**src/scfl_pkg.sv**
```systemverilog
// Package with the types and constants of the size-class block manager.
`timescale 1ns / 1ps

package scfl_pkg;

    localparam int LOG_MIN_SIZE_DEF = 5;
    localparam int LOG_MAX_SIZE_DEF = 12;
    localparam int MAX_DEPTH_DEF    = 64;
    localparam int HEADER_BYTES     = 8;

    localparam int REQ_W    = 20;
    localparam int HANDLE_W = 32;
    localparam int CLASS_W  = 4;
    localparam int BYTES_W  = 21;
    localparam int LIMIT_W  = 7;
    localparam int CLS_W    = 3;

    localparam logic [LIMIT_W-1:0] DEPTH_LIMIT_RESET = 7'd64;
    localparam logic signed [CLASS_W-1:0] CLASS_NONE = -4'sd1;

    localparam logic CMD_ALLOC = 1'b0;
    localparam logic CMD_FREE  = 1'b1;

    typedef enum logic [2:0] {
        ST_HIT      = 3'd0,
        ST_FRESH    = 3'd1,
        ST_OVERSIZE = 3'd2,
        ST_KEPT     = 3'd3,
        ST_RELEASED = 3'd4,
        ST_NULL     = 3'd5
    } status_t;

    typedef enum logic [1:0] {
        S_IDLE   = 2'd0,
        S_DECODE = 2'd1,
        S_READ   = 2'd2,
        S_RESP   = 2'd3
    } state_t;

    typedef struct packed {
        logic capture;
        logic decode;
        logic load_handle;
        logic cfg_we;
    } ctl_t;

    typedef struct packed {
        logic pop;
    } sts_t;

endpackage

```
**src/scfl_ctrl.sv**
```systemverilog
// Controller state machine that sequences one request through the datapath.
`timescale 1ns / 1ps

module scfl_ctrl (
    input  logic           clk,
    input  logic           rst_n,
    input  logic           start,
    input  logic           cfg_valid,
    input  scfl_pkg::sts_t sts,
    output scfl_pkg::ctl_t ctl,
    output logic           busy,
    output logic           done,
    output logic           cfg_ready
);

    scfl_pkg::state_t state_reg;
    scfl_pkg::state_t state_next;

    always_ff @(posedge clk or negedge rst_n)
    begin
        if (!rst_n)
        begin
            state_reg <= scfl_pkg::S_IDLE;
        end
        else
        begin
            state_reg <= state_next;
        end
    end

    always_comb
    begin
        state_next      = state_reg;
        ctl             = '0;
        busy            = 1'b1;
        done            = 1'b0;
        cfg_ready       = 1'b0;
        unique case (state_reg)
            scfl_pkg::S_IDLE:
            begin
                busy       = 1'b0;
                cfg_ready  = 1'b1;
                ctl.cfg_we = cfg_valid;
                if (start)
                begin
                    ctl.capture = 1'b1;
                    state_next  = scfl_pkg::S_DECODE;
                end
            end
            scfl_pkg::S_DECODE:
            begin
                ctl.decode = 1'b1;
                state_next = sts.pop ? scfl_pkg::S_READ : scfl_pkg::S_RESP;
            end
            scfl_pkg::S_READ:
            begin
                ctl.load_handle = 1'b1;
                state_next      = scfl_pkg::S_RESP;
            end
            scfl_pkg::S_RESP:
            begin
                done       = 1'b1;
                state_next = scfl_pkg::S_IDLE;
            end
            default:
            begin
                state_next = scfl_pkg::S_IDLE;
            end
        endcase
    end

endmodule

```
**config.mk**
```make
export PLATFORM = sky130hd
export DESIGN_NAME = scfl_ctrl
export DESIGN_NICKNAME = d
export VERILOG_FILES = /design/src/scfl_pkg.sv /design/src/scfl_ctrl.sv
export SDC_FILE = /design/constraint.sdc
export NUM_CORES = 1
export LEC_CHECK = 0
export CORE_AREA = 8 8 45 47
export CTS_CLUSTER_DIAMETER = 30
export DETAILED_ROUTE_END_ITERATION = 12
export DIE_AREA = 0 0 53 55
export DONT_BUFFER_PORTS = 1
export HOLD_SLACK_MARGIN = 0.03
export PLACE_DENSITY = 0.35
export SLEW_MARGIN = 20
export SYNTH_ARGS = -nofsm -noshare
export SYNTH_HDL_FRONTEND = slang
export SYNTH_SLANG_ARGS = --single-unit
```
**constraint.sdc**
```tcl
create_clock -name clk -period 2.6 [get_ports clk]
set_input_delay 0.52 -clock clk [delete_from_list [all_inputs] [get_ports clk]]
set_output_delay 0.52 -clock clk [all_outputs]
set_load 0.02 [all_outputs]
```
Yosys cells after proc, flatten, opt, wreduce, memory -nomap -nowiden
Index checks and enable logic that the tools add are counted.

Equality and inequality tests: 4. Multiplexer cells: 11. Reduce and logical (&&, ||, !) cells: 1.

Operator list (count): two-way mux 1 bit (9); one-hot mux 2 bit (4 select lines) (1); == test 2 bit, second input constant (2); == test 2 x 1 -> 1 bit, second input constant (1); zero test 2 bit (1); two-way mux 2 bit (1); inequality test 2 bit, second input constant (1).

Bits in registers: 2. Input port bits: 5. Output and inout bits: 7. Word-level logic and storage cells: 17.

Longest topological paths before layout
Depth in word-level cells: 2. Depth in mapped cells: 4. Depth with buffers taken out: 4.

Worst setup path after synthesis
Ideal clock, no wire load.

Kind: register to output. From: register state_reg[0]. To: output ctl[0] (netlist bit). Arrival: 1.092 ns. Data required time: 2.080 ns. Setup slack: 0.988 ns. Cell stages (with the launch flop): 4. Path buffers: 0. Cell sequence: dfrtp_1 inv_1 ha_1 and2_1.

RTL lines: start: declaration (RTL line scfl_ctrl.sv:16) `scfl_pkg::state_t state_reg;`; start signal: assignment (RTL line scfl_ctrl.sv:23) `state_reg <= scfl_pkg::S_IDLE;`; start signal: assignment (RTL line scfl_ctrl.sv:27) `state_reg <= state_next;`; end: declaration (RTL line scfl_ctrl.sv:10) `output scfl_pkg::ctl_t ctl,`.

==> flow_summary.yaml <==
clock_network:
  cts_num_sinks: 2
  cts_max_level: 1
  clk_pin_slew_worst_paths_ns: 0.03
  cts-resized-gates: 0
  numCtsBuffers: 3
  root_buffer: "clkbuf_4"
  cts_tree: "built"
  cts_hold_buf: 1
  post-cts-setup-buffer-count: 0
  cts_buffer_depth: 2
  clk_latency_ns: 0.22
layout:
  instances_no_fill: 37
  regArea_sq_um: 50.0
  nNetsFinal: 32
  diodes: 0
  design_area_sq_um: 226
  multiInputGateArea_sq_um: 113
  nFillCells: 159
  largest_reg_flops: 2
  drive_gt1_share_pct: 23.8
  area_growth_pct: 30.2
global_route:
  grt_pass1_vias: 169
  overflow: 0
  grt_start_max_net_pins: 7
  antenna_found_initial: 0
  grt_pass1_wl_um: 690
  grt_usage_pct: 3.77
timing:
  setup-tns-final_ns: 0
  worstMarginPinSlew_ns: 0.339
  hold_viol: 0
  layout_min_cycle_time_ns: 1.93
  whs_ns: 0.516
  fmax_mhz: 518
  skew_ns: 0.00375
  fin_crit_sh_pct: 74.3
  rsz0062_at_grt: "false"
  slew_headroom_pct: 77.4
  finalSetupViolCount: 0
  slew_violations: 0
setup_path:
  reg2regPathDepth: 4
  cp.arrival_ns: 1.41
  critical_path.top_delay_family: "flip-flops"
  cp_cell_sequence: "inv_1 > ha_1 > and2_1"
  slowest_delay_ns: 0.42
  crit_cells: 3
  critPathLaunchType: "flip-flop"
  cp_slowest_cell: "dfrtp_1"
  crit_buf_inv: 1
  crit_path_end_kind: "primary output"
  path_max_fanout: 6
  crit_required_ns: 2.08
  path_class: "flip-flop to primary output"
drt:
  dr.pass1.iters: 3
  avgViaCountPerCell: 3.51
  drc: 0
  antenna_left: 0
  wirelength_um: 403
  vias: 130
  drt-initial-drc-count: 1
  routedWlPerCell_um: 10.9
synthesis:
  async_reset_ff_share_pct: 100
  ys_seq_area_share_pct: 28.8
  synth_edf_count: 0
  synth.avg_cell_area_sq_um: 10.2
  synth_top_area_share_pct: 28.8
  synth_area_sq_um: 174
  synth_seq_cells: 2
  synth_top_cell_by_area: "dfrtp_1"
  yosysMostFrequentCell: "ha_1"
  synth_area_leaders: "dfrtp_1, ha_1, mux2_4"
  synthFlopType: "dfrtp_1"
  synth_commonest_cells: "ha_1, inv_1, dfrtp_1, nand2b_1"
  ys_types: 10
  yosys_warnings: 0
  synth.net_count: 26
  syn_inst: 17
power:
  peakVddDrop_uv: 235
  power_mw: 0.337
  power.density_nw_per_um2: 1490
  power_leakage_nw: 0.109
job:
  drv_cap: 0
placed_design:
  dp_hpwl_um: 353
  gp_congestion: 0.583
  numPortBuffers: 0
  dp_cells: 33
  dpl_cell_area_sq_um: 194
die:
  dieArea_sq_um: 2920
  start_util_pct: 12.6
  rows: 14
  ios: 12
  die_w_um: 53
  fp.coreArea_sq_um: 1380
  fp.dieH_um: 55
min_path:
  hp-class: "primary input to flip-flop"
  worstHoldPathCells: 2
status:
  outcome: "completed"
==> area by class of cell <==
cell class	count	share of cell area (%)
clock buffer	3	9.94
inverter	3	4.97
tap	16	8.84
multi-input combinational	12	49.7
sequential	2	22.1
timing repair buffer	1	4.42
==> metal layers <==
layer  vias to the layer above  global-route usage [%]  wire (um)
met5                         -                       0          0
met4                         0                    6.47          0
met3                         0                    1.60         59
met2                         8                    5.86        232
met1                        60                    2.74        111
li1                         62                       -          -
==> metrics by stage <==
step / utilization, % / setup slack, ns
2_1_floorplan: - / 0.988
3_3_place_gp: 14.0 / 0.903
3_5_place_dp: 14.0 / 0.890
4_1_cts: 16.4 / 0.646
5_1_grt: 16.4 / 0.558
6_report: 16.4 / 0.669
==> cell usage in the layout (no fill, tap or decap) <==
master / n
nor3b_1: 1
inv_1: 3
a31oi_1: 1
mux2_4: 1
ha_1: 4
nand2b_1: 2
dlygate4sd3_1: 1
clkbuf_4: 3
and2_2: 1
nand3b_1: 1
dfrtp_1: 2
and2_1: 1
==> worst register-to-register path, stage by stage, from the launching register on <==
cell,delay (ns)
dfrtp_1,0.42
inv_1,0.10
ha_1,0.36
nand2b_1,0.12
mux2_4,0.31
==> logic make-up after synthesis <==
group,synth area share [%]
and+or+nand+nor,23.7
adders and majority gates,28.8
buffers and inverters,6.47
DFF,28.8
AOI/OAI and AO/OA,3.60
muxes,8.63
==> power by group <==
group,internal (mW),total [mW],switching [mW]
clock network,0.0508,0.0668,0.0160
logic,0.0750,0.199,0.124
registers,0.0491,0.0718,0.0227
==> final timing paths <==
path | endpoint | start | slack [ns]
max | ctl[0] | state_reg[0]$_DFFE_PN0P_ | 0.67
min | state_reg[0]$_DFFE_PN0P_ | start | 0.52
max reg2reg | state_reg[1]$_DFFE_PN0P_ | state_reg[0]$_DFFE_PN0P_ | 1.16
min reg2reg | state_reg[1]$_DFFE_PN0P_ | state_reg[1]$_DFFE_PN0P_ | 0.60
max in group asynchronous | state_reg[1]$_DFFE_PN0P_ | rst_n | 1.94
min in group asynchronous | state_reg[0]$_DFFE_PN0P_ | rst_n | 0.53
(Power assumes the default switching activity.)
